===== src/rtl/sbp_pkg.sv =====
// shared types, codes and constants of the symmetric border padding block
package sbp_pkg;

    // field widths fixed by the interface
    localparam int PIX_W   = 32;
    localparam int COORD_W = 10;
    localparam int DIM_W   = 10;
    localparam int BORD_W  = 7;
    localparam int STAT_W  = 2;
    localparam int CFG_IDX_W  = 2;
    localparam int CFG_DATA_W = 10;

    // coordinate arithmetic width, covers 2*dim+border and an 8191 maximum
    localparam int CALC_W = 13;

    // default sizes of the frame store
    localparam int DEF_MAX_WIDTH  = 512;
    localparam int DEF_MAX_HEIGHT = 512;
    localparam int DEF_MAX_BORDER = 64;

    // queue depths between and after the two halves
    localparam int CMD_DEPTH = 4;
    localparam int OUT_DEPTH = 4;
    localparam int OUT_PTR_W = $clog2(OUT_DEPTH);
    localparam int OUT_CNT_W = $clog2(OUT_DEPTH + 1);

    // register indexes
    localparam logic [CFG_IDX_W-1:0] CFG_IMAGE_WIDTH  = 2'd0;
    localparam logic [CFG_IDX_W-1:0] CFG_IMAGE_HEIGHT = 2'd1;
    localparam logic [CFG_IDX_W-1:0] CFG_BORDER_SIZE  = 2'd2;

    // reset values of the registers
    localparam logic [DIM_W-1:0]  RST_IMAGE_WIDTH  = 10'd512;
    localparam logic [DIM_W-1:0]  RST_IMAGE_HEIGHT = 10'd512;
    localparam logic [BORD_W-1:0] RST_BORDER_SIZE  = 7'd0;

    // opcodes
    localparam logic OP_WRITE = 1'b0;
    localparam logic OP_READ  = 1'b1;

    // result status codes
    localparam logic [STAT_W-1:0] ST_OK      = 2'd0;
    localparam logic [STAT_W-1:0] ST_OUTSIDE = 2'd1;
    localparam logic [STAT_W-1:0] ST_BORDER  = 2'd2;

    typedef struct packed {
        logic [DIM_W-1:0]  width;
        logic [DIM_W-1:0]  height;
        logic [BORD_W-1:0] border;
    } t_cfg;

    // classified request, source coordinates already mirrored
    typedef struct packed {
        logic               is_write;
        logic [STAT_W-1:0]  status;
        logic [COORD_W-1:0] src_row;
        logic [COORD_W-1:0] src_col;
        logic [PIX_W-1:0]   pixel;
    } t_cmd;

    typedef struct packed {
        logic                 rd_pending;
        logic [OUT_CNT_W-1:0] out_count;
    } t_back_stat;

    typedef struct packed {
        logic full;
        logic empty;
    } t_queue_stat;

endpackage


===== src/rtl/sbp_cmd_queue.sv =====
// short command queue between the front and back halves
module sbp_cmd_queue (
    input  logic                 i_clk,
    input  logic                 i_rst_n,
    input  logic                 i_push,
    input  sbp_pkg::t_cmd        i_cmd,
    input  logic                 i_pop,
    output sbp_pkg::t_cmd        o_cmd,
    output sbp_pkg::t_queue_stat o_stat
);
    import sbp_pkg::*;

    localparam int PTR_W = $clog2(CMD_DEPTH);
    localparam int CNT_W = $clog2(CMD_DEPTH + 1);

    t_cmd             r_entry [CMD_DEPTH];
    logic [PTR_W-1:0] r_wptr, n_wptr;
    logic [PTR_W-1:0] r_rptr, n_rptr;
    logic [CNT_W-1:0] r_count, n_count;
    logic             do_push, do_pop;

    assign o_stat.full  = (r_count == CNT_W'(CMD_DEPTH));
    assign o_stat.empty = (r_count == '0);
    assign do_push      = i_push && !o_stat.full;
    assign do_pop       = i_pop && !o_stat.empty;
    assign o_cmd        = r_entry[r_rptr];

    always_comb begin
        n_wptr  = do_push ? r_wptr + PTR_W'(1) : r_wptr;
        n_rptr  = do_pop ? r_rptr + PTR_W'(1) : r_rptr;
        n_count = r_count;
        if (do_push && !do_pop) begin
            n_count = r_count + CNT_W'(1);
        end else if (do_pop && !do_push) begin
            n_count = r_count - CNT_W'(1);
        end
    end

    always_ff @(posedge i_clk) begin
        if (!i_rst_n) begin
            r_wptr  <= '0;
            r_rptr  <= '0;
            r_count <= '0;
        end else begin
            r_wptr  <= n_wptr;
            r_rptr  <= n_rptr;
            r_count <= n_count;
        end
    end

    always_ff @(posedge i_clk) begin
        if (do_push) begin
            r_entry[r_wptr] <= i_cmd;
        end
    end

endmodule


===== config.mk =====
export PLATFORM = sky130hd
export DESIGN_NAME = sbp_cmd_queue
export DESIGN_NICKNAME = d
export VERILOG_FILES = /design/src/rtl/sbp_pkg.sv /design/src/rtl/sbp_cmd_queue.sv
export SDC_FILE = /design/constraint.sdc
export NUM_CORES = 1
export LEC_CHECK = 0
export BUFFER_PORTS_ARGS = -buffer_cell sky130_fd_sc_hd__buf_2
export CAP_MARGIN = 30
export CORE_ASPECT_RATIO = 0.5
export CORE_MARGIN = 2
export CORE_UTILIZATION = 51
export DETAILED_ROUTE_END_ITERATION = 8
export PLACE_DENSITY = 0.75
export SLEW_MARGIN = 20
export SYNTH_ARGS = -nofsm -noshare
export SYNTH_HDL_FRONTEND = slang
export SYNTH_SLANG_ARGS = --single-unit

===== constraint.sdc =====
create_clock -name i_clk -period 2.58 [get_ports i_clk]
set_input_delay 0 -clock i_clk [delete_from_list [all_inputs] [get_ports i_clk]]
set_output_delay 0 -clock i_clk [all_outputs]
set_load 0.01 [all_outputs]

==> flow_summary.ini, run 1 <==
[flow_run]
drv_cap = 0

[logic_synthesis]
netlist_top_cells_area = edfxtp_1 (78%), mux4_2 (15%), dfxtp_1 (2.1%)
syn_avg_cell_area_um2 = 25.28
ys_ff_latch = 229
yosysWarnings = 0
post-synth-top-area-cell = edfxtp_1
synth_cell_types = 24
syn_nets = 400
synth_top_area_share_pct = 78.00
syn-cell-area_um2 = 8469
seq_area_frac_synth_pct = 80.13
syn_inst = 335

[final_layout]
fillCellCount = 1047
nNetsFinal = 590
drive_gt1_share_pct = 40.26
diodes = 0
area_delta_synth_final_pct = 25.23
post-route-cell-area_um2 = 10610

[timing]
fin_worst_skew_ns = 0.006522
final-setup-viol-count = 0
rsz0062_at_grt = false
final_hold_viol_count = 0
setup_tns_ns = 0
final.min_clock_period_ns = 2.119
drv_slew = 0
worst_pin_slew_ns = 0.3930
fin_crit_sh_pct = 82.15
slew_headroom_pct = 73.80
fmax_mhz = 471.8

[setup_path]
cp_slowest_cell = dfxtp_4
crit_arrival_ns = 2.12
endpoint_kind = output pin
r2r-end = r_count[2]$_SDFFE_PN0P_
worst_ep_required_time_ns = 2.58
reg2reg_depth = 8
crit_path_max_incr_delay_ns = 0.60
r2r-start = r_count[0]$_SDFFE_PN0P_
crit_type = flop to output pin
crit_chain = buf_4, mux4_2, buf_2
startpoint_type = flop
crit_fanout = 20
crit_end = o_cmd[8]
r2r_slack_ns = 0.48

[routing]
drtAntennaViolNets = 0
vias_per_cell = 5.302
remaining_drc_errors = 0
wl_um = 15240
num_vias = 4061
dr.pass1.iters = 4
wl_per_cell_um = 19.89
drt_iter0_drc = 322

[power_and_ir_drop]
irDropWorstVdd_mv = 0.4148
power.leakage_nw = 3.611
power_density_nw_per_um2 = 960.3

[clock_network]
cts_buffer_depth = 3
clkLatencyLatePin_ns = 0.48
cts_buffers = 20
clk_pin_slew_ns = 0.07
htree_levels = 1
root_buffer = clkbuf_16
cts_sinks = 229
cts_tree = done

[global_routing]
gr-usage-all-layers_pct = 17.60
grt_pass1_wl_um = 23340
grt-ovfl-total = 0
grt_max_degree = 56
antenna_found_initial = 0
grt_pass1_vias = 4214

[floorplanning]
ios = 116
initial_core_util_pct = 51.93
die_y_um = 95.12
die_x_um = 186.2
core-area_um2 = 16310
rows = 33
dieArea_um2 = 17720

[placed_design]
place_hpwl_um = 8442
globalplace.congestion = 0.6987
io_buffer_count = 115
place_area_um2 = 9339

[status]
status = finished clean

[hold_path]
hold_path.class = primary input to flop
[per-stage QoR]
stage | util (%) | total power [W] | hold WS, ns | setup WS [ns] | cells
after floorplan | - | 0.006347 | 0.09887 | 0.01283 | 335
after global placement | 57.26 | 0.007042 | 0.2126 | 0.5781 | 673
after detailed placement | 57.26 | 0.007085 | 0.2163 | 0.4960 | 673
after CTS | 65.03 | 0.01029 | 0.05211 | 0.3807 | 766
after global routing | 65.03 | 0.01062 | 0.08183 | 0.3062 | 766
final | 65.03 | 0.01018 | 0.06791 | 0.4605 | 766
[sequential cells by signal (all words and copies together) (netlist names), named ones only]
signal / cells
r_count: 3
r_rptr: 2
r_wptr: 2
r_entry: 220
[Yosys cell counts (all sizes together)]
library cell / count
a21boi: 1
and2: 8
buf: 12
clkbuf: 2
dfxtp: 9
edfxtp: 220
fa: 1
ha: 5
inv: 3
mux2i: 3
mux4: 55
nand2: 4
nor2b: 2
nor3: 1
nor3b: 1
o21ai: 1
o311ai: 1
o31ai: 1
or3: 1
xnor2: 3
xor2: 1
[per-layer routing]
metal  part of all wire (%)  GRT usage, %  vias to the layer above
li1                       -             -                     1798
met1                     43         24.51                     2107
met2                     49         28.62                      117
met3                    5.2         3.514                       39
met4                    2.6         5.643                        0
met5                      0             0                        -
[cell usage in the layout, fill, tap and decap left out]
cell	netlist	routed
dfxtp_1	9	7
mux2i_1	3	3
dlygate4sd3_1	0	57
bufinv_16	0	4
o311ai_1	1	1
buf_12	5	6
fa_1	1	1
buf_4	0	4
nor3b_2	1	1
buf_2	6	115
xor2_1	1	1
clkinv_2	0	2
clkinv_1	0	4
o21ai_0	1	1
xnor2_1	3	3
inv_1	3	3
and2_2	0	4
clkinvlp_4	0	2
dfxtp_2	0	1
nand2_1	4	4
and2_1	8	4
nor2b_1	2	2
edfxtp_1	220	220
dfxtp_4	0	1
mux4_2	55	55
clkbuf_16	0	21
or3_1	1	1
clkbuf_1	1	3
a21boi_0	1	1
o31ai_2	1	1
ha_1	5	5
nor3_1	1	1
[worst min-delay path by stage]
stage / from / endpoint / slack [ns] / depth (start not counted)
floorplan: i_cmd[0] / r_entry[0][0]$_DFFE_PP_ / 0.1 / 0
global placement: i_cmd[41] / r_entry[2][41]$_DFFE_PP_ / 0.21 / 1
detailed placement: i_cmd[54] / r_entry[3][54]$_DFFE_PP_ / 0.22 / 1
CTS: i_push / r_wptr[1]$_SDFFE_PN0P_ / 0.05 / 4
global route: i_push / r_wptr[1]$_SDFFE_PN0P_ / 0.08 / 4
finish: i_push / r_wptr[1]$_SDFFE_PN0P_ / 0.07 / 4
[critical path, delay by kind of cell, from the launching register on]
family / cells / cell delay [ns]
flip-flops: 1 / 0.60
multiplexers: 1 / 0.55
buffers and inverters: 2 / 0.48
[timing repair]
action / in CTS / in global routing
setup buffers: 0 / 0
endpoints found under the hold margin: 229 / 0
resized for setup: 0 / 0
hold buffers: 57 / 0
[power breakdown]
group,switching [W],leakage (nW),internal (W),total (W)
registers,0.000197,2.09,0.00452,0.00471
logic,0.00113,1.19,0.00120,0.00233
clock network,0.00125,0.333,0.00189,0.00314
[area by class of cell]
cell class	instances	area, µm²	area share [%]
Multi-Input combinational cell	89	1526	14.39
Clock buffer	24	536.8	5.061
Tap cell	227	284.0	2.678
Timing Repair Buffer	182	1296	12.22
Inverter	3	11.26	0.1062
Sequential cell	229	6792	64.03
Clock inverter	12	160.2	1.510
[kinds of logic (layout without fill, tap and decap cells)]
family / after synthesis / in the layout / share of synthesized area, %
simple gates: 17 / 17 / 1.197
fa+ha+maj: 6 / 6 / 0.9750
buf+inv: 17 / 221 / 1.906
compound gates: 4 / 4 / 0.3988
xor+xnor: 4 / 4 / 0.4137
flops: 229 / 229 / 80.13
mux: 58 / 58 / 14.98
(Power assumes the default switching activity.)
==> run 2, diff against run 1 <==
- clock period: 2.58 -> 1.9 ns (I/O delays scaled with it)
==> run 2 against run 1 <==
Compared with the run above: the flow now finishes with violations (setup timing); worst hold slack better by 0.011 ns; final cell count rose by 2.6%; sequential share of layout area fell by 2.8 points; largest cell class unchanged.
==> flow_summary.ini, run 2 (synthesis results as in run 1) <==
[placed_design]
place_hpwl_um = 8940
dpl.cell_count = 680
io_buffer_count = 115
globalplace.congestion = 0.7273
place_area_um2 = 9488

[final_layout]
top_regs = r_entry: 220 flops, r_count: 3 flops
instances_no_fill = 786
seq_area_um2 = 6795
drive_gt1_share_pct = 42.75
final_cell_mix = edfxtp_1 (220), buf_2 (87), dlygate4sd3_1 (58), mux4_2 (55), buf_6 (31)
multi_input_area_um2 = 1559
post-route-util_pct = 68.08
post-route-cell-area_um2 = 11100
top_register = r_entry
diodes = 0
nNetsFinal = 610
fillCellCount = 974
largest_reg_flops = 220
area_delta_synth_final_pct = 31.10
final_common_cell = edfxtp_1

[setup_path]
crit_arrival_ns = 1.97
worst_ep_required_time_ns = 1.90
crit_fanout = 7
crit_type = flop to output pin
startpoint_type = flop
endpoint_kind = output pin

[clock_network]
clk_pin_slew_ns = 0.07
cts_tree = done
cts_sinks = 229
htree_levels = 1
root_buffer = clkbuf_16
clkLatencyLatePin_ns = 0.49
cts_buffer_depth = 3
cts_buffers = 20

[timing]
fin_crit_sh_pct = 103.9
hold_ws_ns = 0.07913
fin_worst_skew_ns = 0.01642
fmax_mhz = 506.6
slew_headroom_pct = 76.32
final_hold_viol_count = 0
rsz0062_at_grt = true
worst_pin_slew_ns = 0.3552
final-setup-viol-count = 14
setup_ws_ns = -0.07388
drv_slew = 0
final.min_clock_period_ns = 1.974

[global_routing]
gr-usage-all-layers_pct = 20.01
grt-ovfl-total = 0
grt_max_degree = 56
grt_pass1_vias = 4273
grt_pass1_wl_um = 25520
antenna_found_initial = 0

[floorplanning]
die_y_um = 95.12
die_x_um = 186.2
dieArea_um2 = 17720
ios = 116
initial_core_util_pct = 51.93
rows = 33
core-area_um2 = 16310

[routing]
drt_iter0_drc = 325
drtAntennaViolNets = 0
wl_um = 17930
wl_per_cell_um = 22.82
num_vias = 4236
dr.pass1.iters = 4
vias_per_cell = 5.389
remaining_drc_errors = 0

[power_and_ir_drop]
power_density_nw_per_um2 = 1323
power.leakage_nw = 3.808
irDropWorstVdd_mv = 0.7203

[hold_path]
hold_path.class = primary input to flop

[status]
status = finished with violations
violations = setup timing

[flow_run]
drv_cap = 0
run 2: cell count changes in the layout (fill, tap and decap cells not counted), sizes merged:
cell,previous run,this run
buf,125,142
clkinv,6,10
bufinv,4,1
clkbuf,24,26
clkinvlp,2,1
dlygate4sd3,57,58
run 2: final cells by class:
type                            count  area share, %
Inverter                            3         0.1014
Clock buffer                       24          4.834
Tap cell                          227          2.558
Multi-Input combinational cell     89          14.04
Clock inverter                     12         0.7099
Timing Repair Buffer              202          16.55
Sequential cell                   229          61.20
run 2: per-stage QoR:
stage	setup TNS, ns	total power (W)	setup slack, ns
6_report	-0.4810	0.01469	-0.07388
3_5_place_dp	-0.05991	0.009775	-0.05991
2_1_floorplan	-1.678	0.008658	-0.007629
5_1_grt	-1.226	0.01523	-0.1501
3_3_place_gp	0	0.009707	0.006759
4_1_cts	-0.5328	0.01446	-0.05960
run 2: where the power goes:
group | internal, W | switching [W]
combinational | 0.00250 | 0.00195
clock | 0.00215 | 0.00173
sequential | 0.00614 | 0.000210
run 2: routing by layer:
metal,global-route usage [%],up-vias,wire [µm]
met4,5.709,0,354
met3,3.820,35,763
li1,-,1843,-
met5,0,-,0
met2,33.05,142,8797
met1,27.85,2216,8018
run 2: critical path, stage by stage (launching register included):
cell,delay [ns]
dfxtp_4,0.40
buf_12,0.14
buf_12,0.13
buf_16,0.14
mux4_2,0.54
buf_6,0.15
run 2: worst paths after layout:
kind / cells after the start / slack [ns] / endpoint / from
max: 5 / -0.07 / o_cmd[20] / flop
min: 4 / 0.08 / r_wptr[0]$_SDFFE_PN0P_ / i_push
max reg2reg: 8 / -0.05 / r_count[2]$_SDFFE_PN0P_ / r_count[2]$_SDFFE_PN0P_
min reg2reg: 2 / 0.50 / r_wptr[0]$_SDFFE_PN0P_ / r_wptr[0]$_SDFFE_PN0P_
run 2: what timing repair did:
action | in CTS | in global routing
gates resized for setup | 23 | 21
buffers inserted | 8 | 0
endpoints found under the setup margin | 44 | 43
hold buffers | 58 | 0
cloned | 4 | 2
endpoints found under the hold margin | 229 | 0
==> run 3, diff against run 2 <==
- CELL_PAD_IN_SITES_DETAIL_PLACEMENT: default -> 1
- CELL_PAD_IN_SITES_GLOBAL_PLACEMENT: default -> 1
- CORE_UTILIZATION: 51 -> 45
- CTS_CLUSTER_SIZE: default -> 14
- PLACE_DENSITY: 0.75 -> default
- PLACE_DENSITY_LB_ADDON: default -> 0.1
==> run 3 against run 2 <==
Compared with the run above: the flow now finishes without violations; critical path depth up 3; combinational power down 14%; clock skew down 0.0080 ns; sequential power about the same; routed wire length down 1.5%; first-iteration DRC count down 32%; worst setup slack better by 0.11 ns; core utilization down 9.1 points; largest cell class unchanged; largest power group unchanged; highest routed layer unchanged.
==> flow_summary.ini, run 3 (synthesis results as in run 1) <==
[power_and_ir_drop]
switching_power_w = 0.003714
power.leakage_nw = 3.721
clkPwrFrac_pct = 27.2
p_sw_share_pct = 26.58
irDropWorstVdd_mv = 0.5461
power_density_nw_per_um2 = 1284
p_seq_share_pct = 45.4
pwr-share-comb_pct = 27.5
internal-power_w = 0.01026

[routing]
vias_per_cell = 5.050
num_vias = 4136
drt_iter0_drc = 220
drtAntennaViolNets = 0
wl_um = 17670
wl_per_cell_um = 21.58
dr.pass1.iters = 6
remaining_drc_errors = 0

[global_routing]
gr-usage-all-layers_pct = 18.01
antenna_found_initial = 0
grt_pass1_wl_um = 26810
grt_max_degree = 39
grt_pass1_vias = 4718
grt-ovfl-total = 0

[timing]
fin_crit_sh_pct = 98.12
fin_worst_skew_ns = 0.008372
rsz0062_at_grt = true
worst_pin_slew_ns = 0.2969
slew_headroom_pct = 79.90
final-setup-viol-count = 0
hold_ws_ns = 0.1016
setup_tns_ns = 0
fmax_mhz = 536.4
final_hold_viol_count = 0
final.min_clock_period_ns = 1.864
drv_slew = 0

[final_layout]
final_cell_mix = edfxtp_1 (220), buf_2 (113), dlygate4sd3_1 (57), mux4_2 (55), clkbuf_16 (23)
drive_gt1_share_pct = 43.21
area_delta_synth_final_pct = 28.47
nNetsFinal = 613
top_register = r_entry
multi_input_area_um2 = 1559
seq_area_um2 = 6800
largest_reg_flops = 220
final_common_cell = edfxtp_1
diodes = 0
fillCellCount = 1577
top_regs = r_entry: 220 flops, r_count: 3 flops

[clock_network]
htree_levels = 1
cts_tree = done
cts_buffer_depth = 3
cts_sinks = 229
clkLatencyLatePin_ns = 0.50
cts_buffers = 21
clk_pin_slew_ns = 0.06
root_buffer = clkbuf_16

[placed_design]
place_hpwl_um = 10880
globalplace.congestion = 0.7683
io_buffer_count = 115

[floorplanning]
rows = 35
die_x_um = 198.0
core-area_um2 = 18440
initial_core_util_pct = 45.94
dieArea_um2 = 20000
ios = 116
die_y_um = 101.0

[setup_path]
worst_ep_required_time_ns = 2.32
crit_fanout = 2
r2r_slack_ns = 0.04
crit_chain = nor3b_4, nor2b_2, ha_4, inv_2, fa_2, xor2_1, or3_1, a21boi_1
crit_type = flop to flop
startpoint_type = flop
endpoint_kind = flop
crit_path_max_incr_delay_ns = 0.32
worstSetupPathDepth = 8
critPathTopFamily = simple AND/OR/NAND/NOR gates
cp_slowest_cell = dfxtp_2
reg2reg_depth = 8
path_buf_inv = 1
crit_arrival_ns = 2.29

[hold_path]
hold_path.class = primary input to flop
min_path_cells = 4

[flow_run]
drv_cap = 0

[status]
status = finished clean
-- run 3: what timing repair did --
item / 4_1_cts / 5_1_grt
gates resized for setup: 7 / 8
setup buffers: 5 / 4
hold buffers: 57 / 0
hold endpoints to repair: 229 / 0
pin swaps: 3 / 2
setup endpoints to repair: 49 / 24
cloned: 0 / 2
-- run 3: area by class of cell --
type                    instances  area share, %
clock buffers                  31          5.267
inverters                       3         0.1035
multi-input cells              89          14.33
well taps                     259          2.978
repair buffers                204          14.62
flip-flops and latches        229          62.50
clock inverters                 4         0.2070
-- run 3: power by group through the flow --
stage	Sequential [W]	Combinational (W)	Clock, W
after CTS	0.00637	0.00360	0.00391
final	0.00634	0.00384	0.00380
after global placement	0.00645	0.00329	0
after floorplan	0.00637	0.00229	0
after global routing	0.00639	0.00414	0.00409
after detailed placement	0.00651	0.00338	0
-- run 3: worst paths after layout --
check                                        startpoint                 endpoint
worst min register to register   r_wptr[0]$_SDFFE_PN0P_   r_wptr[0]$_SDFFE_PN0P_
worst max register to register  r_count[2]$_SDFFE_PN0P_  r_count[2]$_SDFFE_PN0P_
worst max-delay path            r_count[2]$_SDFFE_PN0P_  r_count[2]$_SDFFE_PN0P_
worst min-delay path                             i_push   r_wptr[0]$_SDFFE_PN0P_
-- run 3: layer usage --
layer | wire length [µm] | GRT usage [%] | share of wire, % | vias to the layer above
li1 | - | - | - | 1848
met1 | 7949 | 23.86 | 45 | 2182
met2 | 8813 | 31.23 | 50 | 80
met3 | 580 | 3.413 | 3.3 | 26
met4 | 329 | 4.627 | 1.9 | 0
met5 | 0 | 0 | 0 | -
-- run 3: worst min-delay path, cell delays in order --
cell     delay [ns]
buf_2          0.11
nor2b_2        0.17
buf_4          0.16
mux2i_1        0.11
-- run 3: stage by stage --
| stage | setup WS, ns | area, µm² | utilization [%] | cells | power, W |
|---|---|---|---|---|---|
| 2_1_floorplan | -0.007629 | 8511 | - | 335 | 0.008658 |
| 3_3_place_gp | 0.02126 | 9533 | 51.71 | 716 | 0.009736 |
| 3_5_place_dp | -0.06615 | 9533 | 51.71 | 716 | 0.009882 |
| 4_1_cts | -0.004315 | 10760 | 58.36 | 813 | 0.01388 |
| 5_1_grt | -0.03484 | 10880 | 59.02 | 819 | 0.01462 |
| 6_report | 0.03575 | 10880 | 59.02 | 819 | 0.01398 |
