$ cat config.mk
export PLATFORM = sky130hd
export DESIGN_NAME = sbp_front
export DESIGN_NICKNAME = d
export VERILOG_FILES = /design/src/rtl/sbp_pkg.sv /design/src/rtl/sbp_front.sv
export SDC_FILE = /design/constraint.sdc
export NUM_CORES = 1
export LEC_CHECK = 0
export BUFFER_PORTS_ARGS = -buffer_cell sky130_fd_sc_hd__buf_2
export CORE_MARGIN = 1.5
export CORE_UTILIZATION = 55
export DETAILED_ROUTE_END_ITERATION = 8
export PLACE_DENSITY = 0.83
export SLEW_MARGIN = 10
export SYNTH_ARGS = -nofsm -noshare
export SYNTH_HDL_FRONTEND = slang
export SYNTH_SLANG_ARGS = --single-unit
$ cat constraint.sdc
create_clock -name i_clk -period 6.6 [get_ports i_clk]
set_clock_uncertainty 0.2 [all_clocks]
set_input_delay 0 -clock i_clk [delete_from_list [all_inputs] [get_ports i_clk]]
set_output_delay 0 -clock i_clk [all_outputs]
set_load 0.05 [all_outputs]
$ cat src/rtl/sbp_pkg.sv
// shared types, codes and constants of the symmetric border padding block
package sbp_pkg;

    // field widths fixed by the interface
    localparam int PIX_W   = 32;
    localparam int COORD_W = 10;
    localparam int DIM_W   = 10;
    localparam int BORD_W  = 7;
    localparam int STAT_W  = 2;
    localparam int CFG_IDX_W  = 2;
    localparam int CFG_DATA_W = 10;

    // coordinate arithmetic width, covers 2*dim+border and an 8191 maximum
    localparam int CALC_W = 13;

    // default sizes of the frame store
    localparam int DEF_MAX_WIDTH  = 512;
    localparam int DEF_MAX_HEIGHT = 512;
    localparam int DEF_MAX_BORDER = 64;

    // queue depths between and after the two halves
    localparam int CMD_DEPTH = 4;
    localparam int OUT_DEPTH = 4;
    localparam int OUT_PTR_W = $clog2(OUT_DEPTH);
    localparam int OUT_CNT_W = $clog2(OUT_DEPTH + 1);

    // register indexes
    localparam logic [CFG_IDX_W-1:0] CFG_IMAGE_WIDTH  = 2'd0;
    localparam logic [CFG_IDX_W-1:0] CFG_IMAGE_HEIGHT = 2'd1;
    localparam logic [CFG_IDX_W-1:0] CFG_BORDER_SIZE  = 2'd2;

    // reset values of the registers
    localparam logic [DIM_W-1:0]  RST_IMAGE_WIDTH  = 10'd512;
    localparam logic [DIM_W-1:0]  RST_IMAGE_HEIGHT = 10'd512;
    localparam logic [BORD_W-1:0] RST_BORDER_SIZE  = 7'd0;

    // opcodes
    localparam logic OP_WRITE = 1'b0;
    localparam logic OP_READ  = 1'b1;

    // result status codes
    localparam logic [STAT_W-1:0] ST_OK      = 2'd0;
    localparam logic [STAT_W-1:0] ST_OUTSIDE = 2'd1;
    localparam logic [STAT_W-1:0] ST_BORDER  = 2'd2;

    typedef struct packed {
        logic [DIM_W-1:0]  width;
        logic [DIM_W-1:0]  height;
        logic [BORD_W-1:0] border;
    } t_cfg;

    // classified request, source coordinates already mirrored
    typedef struct packed {
        logic               is_write;
        logic [STAT_W-1:0]  status;
        logic [COORD_W-1:0] src_row;
        logic [COORD_W-1:0] src_col;
        logic [PIX_W-1:0]   pixel;
    } t_cmd;

    typedef struct packed {
        logic                 rd_pending;
        logic [OUT_CNT_W-1:0] out_count;
    } t_back_stat;

    typedef struct packed {
        logic full;
        logic empty;
    } t_queue_stat;

endpackage

$ cat src/rtl/sbp_front.sv
// front half: takes requests, clamps the sizes, mirrors coordinates, classifies
module sbp_front #(
    parameter int MAX_WIDTH  = sbp_pkg::DEF_MAX_WIDTH,
    parameter int MAX_HEIGHT = sbp_pkg::DEF_MAX_HEIGHT,
    parameter int MAX_BORDER = sbp_pkg::DEF_MAX_BORDER
) (
    input  logic                         i_clk,
    input  logic                         i_rst_n,
    input  sbp_pkg::t_cfg                i_cfg,
    input  logic                         i_push,
    output logic                         o_full,
    input  logic                         i_opcode,
    input  logic [sbp_pkg::COORD_W-1:0]  i_row,
    input  logic [sbp_pkg::COORD_W-1:0]  i_column,
    input  logic [sbp_pkg::PIX_W-1:0]    i_pixel_in,
    output logic                         o_cmd_vld,
    output sbp_pkg::t_cmd                o_cmd,
    input  logic                         i_q_full
);
    import sbp_pkg::*;

    logic [CALC_W-1:0] w_eff, h_eff, b_eff;
    logic [CALC_W-1:0] row_p, col_p;
    logic [CALC_W-1:0] row_src, col_src;
    logic              outside, too_wide, write_ok, keep;
    logic              accept, hand_off;
    logic              r_vld, n_vld;
    t_cmd              r_cmd, n_cmd;

    // single reflection of p onto [0, n)
    function automatic logic [CALC_W-1:0] mirror(
        input logic [CALC_W-1:0] p,
        input logic [CALC_W-1:0] n,
        input logic [CALC_W-1:0] b
    );
        logic [CALC_W-1:0] res;
        if (p < b) begin
            res = b - p - CALC_W'(1);
        end else if (p < n + b) begin
            res = p - b;
        end else begin
            res = (n << 1) + b - p - CALC_W'(1);
        end
        return res;
    endfunction

    always_comb begin
        w_eff = (CALC_W'(i_cfg.width) > CALC_W'(MAX_WIDTH)) ?
                CALC_W'(MAX_WIDTH) : CALC_W'(i_cfg.width);
        h_eff = (CALC_W'(i_cfg.height) > CALC_W'(MAX_HEIGHT)) ?
                CALC_W'(MAX_HEIGHT) : CALC_W'(i_cfg.height);
        b_eff = (CALC_W'(i_cfg.border) > CALC_W'(MAX_BORDER)) ?
                CALC_W'(MAX_BORDER) : CALC_W'(i_cfg.border);
        row_p = CALC_W'(i_row);
        col_p = CALC_W'(i_column);

        outside  = (row_p >= h_eff + (b_eff << 1)) || (col_p >= w_eff + (b_eff << 1));
        too_wide = (b_eff > w_eff) || (b_eff > h_eff);
        write_ok = (row_p < h_eff) && (col_p < w_eff);
        keep     = (i_opcode == OP_READ) || write_ok;

        row_src = mirror(row_p, h_eff, b_eff);
        col_src = mirror(col_p, w_eff, b_eff);

        n_cmd.is_write = (i_opcode == OP_WRITE);
        n_cmd.pixel    = i_pixel_in;
        if (i_opcode == OP_WRITE) begin
            n_cmd.status  = ST_OK;
            n_cmd.src_row = i_row;
            n_cmd.src_col = i_column;
        end else begin
            n_cmd.status  = outside ? ST_OUTSIDE : (too_wide ? ST_BORDER : ST_OK);
            n_cmd.src_row = row_src[COORD_W-1:0];
            n_cmd.src_col = col_src[COORD_W-1:0];
        end
    end

    assign o_full   = r_vld && i_q_full;
    assign accept   = i_push && !o_full;
    assign hand_off = r_vld && !i_q_full;

    // writes outside the image are dropped here
    always_comb begin
        if (accept) begin
            n_vld = keep;
        end else if (hand_off) begin
            n_vld = 1'b0;
        end else begin
            n_vld = r_vld;
        end
    end

    always_ff @(posedge i_clk) begin
        if (!i_rst_n) begin
            r_vld <= 1'b0;
        end else begin
            r_vld <= n_vld;
        end
    end

    always_ff @(posedge i_clk) begin
        if (accept) begin
            r_cmd <= n_cmd;
        end
    end

    assign o_cmd_vld = r_vld;
    assign o_cmd     = r_cmd;

endmodule

==> flow_summary.ini, run 1 <==
[logic_synthesis]
syn_area_per_cell_um2 = 9.03
synth_xor_area_frac = 0.0597
synth_compound_area_frac = 0.211
synth-simple-area-share = 0.130
synth_mux_area_frac = 0.00973
ys_seq_area_frac = 0.228
synthCells = 812
synth_top_family_by_area = adder cells
syn_nets = 1060
synth_edf_count = 55
synth_cell_types = 75
synth_warnings = 0
ys_ff_latch = 56
ys.flop_type = edfxtp_1
async_reset_ff_frac = 0
synth_fa_ha_area_frac = 0.300
synth_area_um2 = 7330

[sta]
worst_pin_slew_ns = 1.12
relSlewSlack = 0.249
hold_slack_ns = 0.00968
fin_crit_sh = 0.740
min_period_ns = 4.88
setup_tns_ns = 0
setup_viol = 0
worst_slack_ns = 1.72
clock.fmax_mhz = 205
rsz0062_at_grt = no
slew_viol_final = 0
finalHoldViolCount = 0

[global_routing]
grt_max_degree = 56
grt_pass1_vias = 6478
grt_pass1_wl_um = 32000
grtUsageTotal = 0.288
antenna_found_initial = 0
grt_overflow = 0

[clocking]
ctsResizeCount = 0
cts_tree = yes
clk_pin_slew_ns = 0.08
cts_root_buf = clkbuf_16
cts_buffers = 5
clock_path_buffers = 2
clock_sinks = 56
h-tree-depth = 2
worst_skew_pair.late_latency_ns = 0.31

[power]
p_leak_nw = 4.24
ir_drop_uv = 96.0
p_int_w = 0.000857
clkPwrFrac = 0.189
combinationalPowerShare = 0.512
seq_power_share = 0.298
switching_share = 0.416
p_switching_w = 0.000610
power_w = 0.00147
powerDensity_nw_per_um2 = 167

[floorplanning]
dieArea_um2 = 14000
initial_core_util = 0.558
ios = 141
coreArea_um2 = 13100
num_rows = 42
die_h_um = 118
dieWidth_um = 118

[outcome]
status = finished clean

[critical_path]
crit_path_end_kind = flip-flop
critPathRequiredTime_ns = 6.40
worstPathArrival_ns = 4.68
startpoint_type = primary input
worstPathMaxFanout = 14
crit_type = in -> reg

[placement]
dp_slack_ns = 1.45
dp_hpwl_um = 15800
gp_congestion = 0.991
port_buffers = 140

[hold_path]
hold_class = in -> reg

[final_layout]
finalNetCount = 1235
diodes = 0
syn_to_final_growth_pct = 19.5
drive_above_1_share = 0.172

[routing]
drt-initial-drc-count = 502
wl_per_cell_um = 17.4
avgViaCountPerCell = 5.80
antenna_left = 0
dr.pass1.iters = 5
drcViolationCount = 0
wirelength_um = 20200
vias = 6755

[flow_run]
maxCapViolCount = 0
[final timing paths]
kind	startpoint	endpoint	slack (ns)	cells past startpoint
max	i_cfg[6]	o_cmd[47]	1.72	20
min	i_column[5]	o_cmd[37]	0.01	3
max reg2reg	o_cmd_vld	o_cmd_vld	4.45	5
min reg2reg	o_cmd_vld	o_cmd[50]	1.01	3
[power groups by stage]
stage	registers (W)	clock network, W	logic [W]
2_1_floorplan	0.000552	0	0.000429
3_3_place_gp	0.000445	0	0.000702
3_5_place_dp	0.000446	0	0.000718
4_1_cts	0.000438	0.000280	0.000742
5_1_grt	0.000440	0.000292	0.000823
6_report	0.000437	0.000277	0.000752
[timing repair]
| action | CTS | global route |
|---|---|---|
| hold endpoints to repair | 40 | 0 |
| setup buffers | 0 | 0 |
| hold buffers | 42 | 0 |
[worst max-delay path, stage by stage]
cell and delay [ns]:
buf_2 0.31, inv_1 0.20, nand2_1 0.25, inv_1 0.35
fa_1 0.54, nor2b_1 0.14, o21ai_0 0.20, a21oi_1 0.09
o21ai_0 0.20, a21oi_1 0.09, o21ai_0 0.19, xnor2_1 0.10
ha_1 0.30, a211oi_1 0.07, o21ai_0 0.07, a21oi_1 0.05
o21bai_1 0.88, nor2_2 0.20, a221oi_2 0.29, a31oi_1 0.13
[synthesized netlist by cell type, types with 10 or more instances]
cell type  number  area, µm²
nand2_1        45        169
xnor2_1        33        289
clkbuf_1       10       37.5
inv_1          99        372
o21a_1         13       97.6
o21ai_0        41        205
edfxtp_1       55       1650
a21o_1         20        150
nor2_1         37        139
xor2_1         17        149
nor3_1         11       55.1
fa_1           20        400
ha_1          144       1800
nand3_1        15       75.1
a21oi_1        76        380
nand2b_1       14       87.6
o21bai_1       11       82.6
nor2b_1        23        144
[registers in the layout (all words and copies together), names as in the netlist]
signal / cells
o_cmd: 55
o_cmd_vld: 1
[metrics by stage]
stage	util	instance area, µm²	cells
after floorplan	-	7330	812
after global placement	0.624	8200	1114
after detailed placement	0.624	8200	1114
after CTS	0.667	8770	1164
after global routing	0.667	8770	1164
final	0.667	8770	1164
[layout make-up]
class	count	area (µm²)
Timing Repair Buffer	183	1130
Clock buffer	5	125
Tap cell	176	220
Sequential cell	56	1670
Multi-Input combinational cell	640	5220
Clock inverter	3	22.5
Inverter	101	379
Fill cell	1077	4370
[routing by layer]
metal / track usage / wire length [µm]
met2: 0.475 / 9230
met5: 0 / 0
met3: 0.0386 / 1560
met4: 0.120 / 687
met1: 0.380 / 8720
[cells in the final DEF, fill, tap and decap left out, drive strengths merged, types with 4 or more instances in the layout]
cell           n
and2           7
edfxtp        55
nand2         47
a211oi         7
buf          141
clkbuf         5
nand3         15
a21oi         77
o31ai          6
o221ai         4
o31a           4
nor3          12
mux2i          6
nor2b         23
o21a          14
nor2          40
nand2b        14
inv          101
ha           144
xor2          17
dlygate4sd3   42
fa            20
nor4           6
xnor2         33
o21bai        11
nand4          7
a31oi          7
a21o          20
o21ai         47
[cells by family after synthesis]
family / Yosys count
XOR/XNOR: 50
multiplexers: 7
adder cells (fa/ha/maj): 164
AND/OR/NAND/NOR: 185
flip-flops: 56
AO/OA/AOI/OAI: 234
buffers and inverters: 116
Power figures use the tool's default switching activity.
==> run 2, diff against run 1 <==
--- a/config.mk
+++ b/config.mk
@@ -7,7 +7,7 @@
 export LEC_CHECK = 0
 export BUFFER_PORTS_ARGS = -buffer_cell sky130_fd_sc_hd__buf_2
 export CORE_MARGIN = 1.5
-export CORE_UTILIZATION = 55
+export CORE_UTILIZATION = 52
 export DETAILED_ROUTE_END_ITERATION = 8
 export PLACE_DENSITY = 0.83
 export SLEW_MARGIN = 10
==> constraint.sdc (replaced) <==
create_clock -name i_clk -period 4.4 [get_ports i_clk]
set_clock_uncertainty 0.2 [all_clocks]
set_input_delay 0 -clock i_clk [delete_from_list [all_inputs] [get_ports i_clk]]
set_output_delay 0 -clock i_clk [all_outputs]
set_load 0.05 [all_outputs]
==> flow_summary.ini, run 2 (same netlist as run 1, synthesis figures left out) <==
[critical_path]
critical_path.slowest_cell = o21bai_1
reg2regPathDepth = 3
reg2reg_slack_ns = 2.15
startpoint_type = primary input
crit_type = in -> reg
worst_r2r_endpoint = o_cmd[49]
worstPathMaxFanout = 9
worstPathArrival_ns = 3.90
cpLargestDelayFamily = compound AO/OA/AOI/OAI gates
critPathRequiredTime_ns = 4.22
r2r-start = o_cmd_vld
crit_chain = buf_2 > nor2b_1 > ha_1 > fa_1 > nor2b_1 > o21ai_0 > a21oi_1 > o21ai_0 > a21oi_1 > o21ai_0 > xnor2_1 > ha_1 > a211oi_1 > o21ai_0 > a21oi_1 > o21bai_1 > buf_4 > mux2i_1 > o311ai_1
crit_path_end_kind = flip-flop
slowest_delay_ns = 0.74
crit_top_cell = o21ai_0
crit_buf_inv = 2

[power]
p_leak_nw = 4.35
ir_drop_uv = 166
powerDensity_nw_per_um2 = 247

[routing]
avgViaCountPerCell = 5.65
wl_per_cell_um = 16.8
antenna_left = 0
vias = 6731
drcViolationCount = 0
dr.pass1.iters = 4
wirelength_um = 20000
drt-initial-drc-count = 441

[sta]
setup_tns_ns = 0
clock.fmax_mhz = 246
finalHoldViolCount = 0
min_period_ns = 4.07
slew_viol_final = 0
fin_crit_sh = 0.925
rsz0062_at_grt = no
worst_pin_slew_ns = 0.929
setup_viol = 0
relSlewSlack = 0.379

[clocking]
clk_pin_slew_ns = 0.08
ctsResizeCount = 0
clock_sinks = 56
cts_buffers = 5
hold_buffers = 45
clock_path_buffers = 2
cts_root_buf = clkbuf_16
worst_skew_pair.late_latency_ns = 0.31
h-tree-depth = 2
post_cts_buffers = 0
cts_tree = yes

[floorplanning]
initial_core_util = 0.530
coreArea_um2 = 13800
die_h_um = 122
dieArea_um2 = 14800
num_rows = 43
dieWidth_um = 122
ios = 141

[final_layout]
syn_to_final_growth_pct = 22.1
final_cells = 1191
layout_common_cells = ha_1 (144), buf_2 (140), inv_1 (99)
diodes = 0
final_common_cell = ha_1
largest_reg_flops = 55
finalNetCount = 1258
drive_above_1_share = 0.188

[global_routing]
grt_overflow = 0
grtUsageTotal = 0.274
grt_pass1_vias = 6480
grt_max_degree = 35
antenna_found_initial = 0
grt_pass1_wl_um = 31900

[placement]
port_buffers = 140
dp_cells = 1138
gp_congestion = 0.934
dp_hpwl_um = 16300

[hold_path]
hold_class = in -> reg
hold_path_end = o_cmd[46]
worstHoldStart = i_row[4]
hold_path_depth = 3

[outcome]
status = finished clean

[flow_run]
maxCapViolCount = 0
-- run 2: cell types whose count changed in the layout (fill, tap and decap cells not counted) --
cell and change:
buf_4 +20, dlygate4sd3_1 +3
-- run 2: worst register-to-register path, cell delays in order (launching register included) --
cell and delay (ns):
dfxtp_1 0.33, and2_1 0.18, nor2b_4 0.71, buf_4 0.49
-- run 2: area by class of cell --
cell class / instances / area, µm²
multi-input combinational: 640 / 5220
fill: 1153 / 4880
sequential: 56 / 1670
timing repair buffer: 206 / 1310
inverter: 101 / 379
tap: 180 / 225
clock buffer: 5 / 125
clock inverter: 3 / 22.5
-- run 2: worst max path at each step --
stage                    from        end  slack, ns  cells past startpoint
finish               i_cfg[6]  o_cmd[51]       0.33                     19
global route        i_cfg[16]  o_cmd[51]       0.03                     20
CTS                  i_cfg[6]  o_cmd[45]       0.41                     19
detailed placement   i_cfg[6]  o_cmd[51]       0.10                     19
global placement     i_cfg[6]  o_cmd[47]       0.23                     19
floorplan           o_cmd_vld   o_cmd[0]       0.35                      2
-- run 2: through the flow --
| stage | util | hold WS [ns] | area (µm²) | power, W | setup slack (ns) |
|---|---|---|---|---|---|
| finish | 0.647 | 0.00801 | 8950 | 0.00221 | 0.329 |
| global route | 0.647 | 0.0122 | 8950 | 0.00235 | 0.0325 |
| CTS | 0.647 | 0.00396 | 8950 | 0.00221 | 0.413 |
| detailed placement | 0.604 | -0.0214 | 8350 | 0.00176 | 0.101 |
| global placement | 0.604 | -0.0236 | 8350 | 0.00173 | 0.229 |
| floorplan | - | -0.101 | 7330 | 0.00147 | 0.348 |
-- run 2: layer usage --
layer	track usage	wire length (µm)
met1	0.380	8910
met2	0.463	9270
met3	0.0234	1420
met4	0.0654	378
met5	0	0
-- run 2: where the power goes --
part | internal, W | leakage, nW | switching (W)
Sequential | 0.000645 | 0.542 | 0.0000110
Clock | 0.000214 | 0.0742 | 0.000206
Combinational | 0.000439 | 3.74 | 0.000696
==> run 3, diff against run 2 <==
--- a/config.mk
+++ b/config.mk
@@ -10,6 +10,7 @@
 export CORE_UTILIZATION = 52
 export DETAILED_ROUTE_END_ITERATION = 8
 export PLACE_DENSITY = 0.83
+export RECOVER_POWER = 100
 export SLEW_MARGIN = 10
 export SYNTH_ARGS = -nofsm -noshare
 export SYNTH_HDL_FRONTEND = slang
==> flow_summary.ini, run 3 (same netlist as run 1, synthesis figures left out) <==
[routing]
avgViaCountPerCell = 5.62
drcViolationCount = 0
dr.pass1.iters = 5
wl_per_cell_um = 16.8
wirelength_um = 20100
antenna_left = 0
drt-initial-drc-count = 440
vias = 6688

[floorplanning]
coreArea_um2 = 13800
die_h_um = 122
num_rows = 43
initial_core_util = 0.530
ios = 141
dieArea_um2 = 14800
dieWidth_um = 122

[hold_path]
hold_class = in -> reg
hold_path_depth = 3
hold_path_end = o_cmd[39]
worstHoldStart = i_column[7]

[clocking]
clock_path_buffers = 2
cts_root_buf = clkbuf_16
h-tree-depth = 2
worst_skew_pair.late_latency_ns = 0.31
clock_sinks = 56
post_cts_buffers = 0
cts_tree = yes
clk_pin_slew_ns = 0.08
cts_buffers = 5

[power]
powerDensity_nw_per_um2 = 248
ir_drop_uv = 167
p_leak_nw = 4.18
power_w = 0.00220

[final_layout]
diodes = 0
fillers = 1193
multi_input_area_um2 = 5190
largest_reg_flops = 55
finalNetCount = 1258
drive_above_1_share = 0.126
syn_to_final_growth_pct = 20.6
final_common_cell = ha_1
regArea_um2 = 1670
final_cells = 1191
layout_common_cells = ha_1 (144), inv_1 (99), buf_2 (82)

[global_routing]
grt_max_degree = 35
grt_overflow = 0
grt_pass1_vias = 6480
grtUsageTotal = 0.274
antenna_found_initial = 0
grt_pass1_wl_um = 31900

[critical_path]
critPathRequiredTime_ns = 4.23
r2r-start = o_cmd_vld
startpoint_type = primary input
worst_r2r_endpoint = o_cmd[49]
crit_path_end_kind = flip-flop
reg2reg_slack_ns = 0.48
reg2regPathDepth = 3
worstPathMaxFanout = 9
crit_type = in -> reg
worstPathArrival_ns = 3.91

[sta]
setup_viol = 0
fin_crit_sh = 0.927
min_period_ns = 4.08
setup_tns_ns = 0
rsz0062_at_grt = no
finalHoldViolCount = 0
slew_viol_final = 31
relSlewSlack = -0.848
clock.fmax_mhz = 245
worst_pin_slew_ns = 2.77

[outcome]
status = complete, but fails checks
violations = max-capacitance violations, max-slew violations

[placement]
port_buffers = 140
dp_hpwl_um = 16300
dp_cells = 1138
gp_congestion = 0.934

[flow_run]
maxCapViolCount = 1
run 3: cell type report:
class | instances | share of cell area
well taps | 180 | 0.0255
clock inverters | 3 | 0.00255
flip-flops and latches | 56 | 0.189
repair buffers | 206 | 0.139
inverters | 101 | 0.0429
multi-input cells | 640 | 0.587
clock buffers | 5 | 0.0141
run 3: repair_timing:
action	in CTS	in global routing
endpoints found under the hold margin	43	0
hold buffers	45	0
resized for setup	0	0
run 3: worst max-delay path: stages:
cell	delay, ns
buf_2	0.24
nor2b_1	0.11
ha_1	0.24
fa_1	0.39
nor2b_1	0.14
o21ai_0	0.22
a21oi_1	0.10
o21ai_0	0.23
a21oi_1	0.10
o21ai_0	0.19
xnor2_1	0.10
ha_1	0.30
a211oi_1	0.07
o21ai_0	0.07
a21oi_1	0.06
o21bai_1	0.75
buf_4	0.27
mux2i_1	0.21
o311ai_1	0.10
run 3: worst max path at each step:
stage,startpoint,to,slack [ns],cells past startpoint
finish,i_cfg[6],o_cmd[51],0.32,19
global route,i_cfg[16],o_cmd[51],0.04,20
CTS,i_cfg[6],o_cmd[45],0.41,19
detailed placement,i_cfg[6],o_cmd[51],0.10,19
global placement,i_cfg[6],o_cmd[47],0.23,19
floorplan,o_cmd_vld,o_cmd[0],0.35,2
run 3: metal layers:
| metal | part of all wire | up-vias | GRT usage | routed length [µm] |
|---|---|---|---|---|
| met5 | 0 | - | 0 | 0 |
| met4 | 0.017 | 0 | 0.0654 | 337 |
| met3 | 0.074 | 24 | 0.0234 | 1490 |
| met2 | 0.46 | 245 | 0.463 | 9270 |
| met1 | 0.45 | 3096 | 0.380 | 8960 |
| li1 | - | 3323 | - | - |
run 3: power breakdown:
group	internal (W)	switching (W)
Sequential	0.000646	0.0000126
Clock	0.000214	0.000206
Combinational	0.000423	0.000693
Total	0.00128	0.000912
run 3: metrics by stage:
| step | instance area (µm²) | utilization | hold WS [ns] | setup slack (ns) |
|---|---|---|---|---|
| detailed placement | 8350 | 0.604 | -0.0214 | 0.101 |
| CTS | 8950 | 0.647 | 0.00396 | 0.413 |
| floorplan | 7330 | - | -0.101 | 0.348 |
| finish | 8850 | 0.640 | 0.00797 | 0.320 |
| global placement | 8350 | 0.604 | -0.0236 | 0.229 |
| global route | 8850 | 0.640 | 0.0122 | 0.0364 |
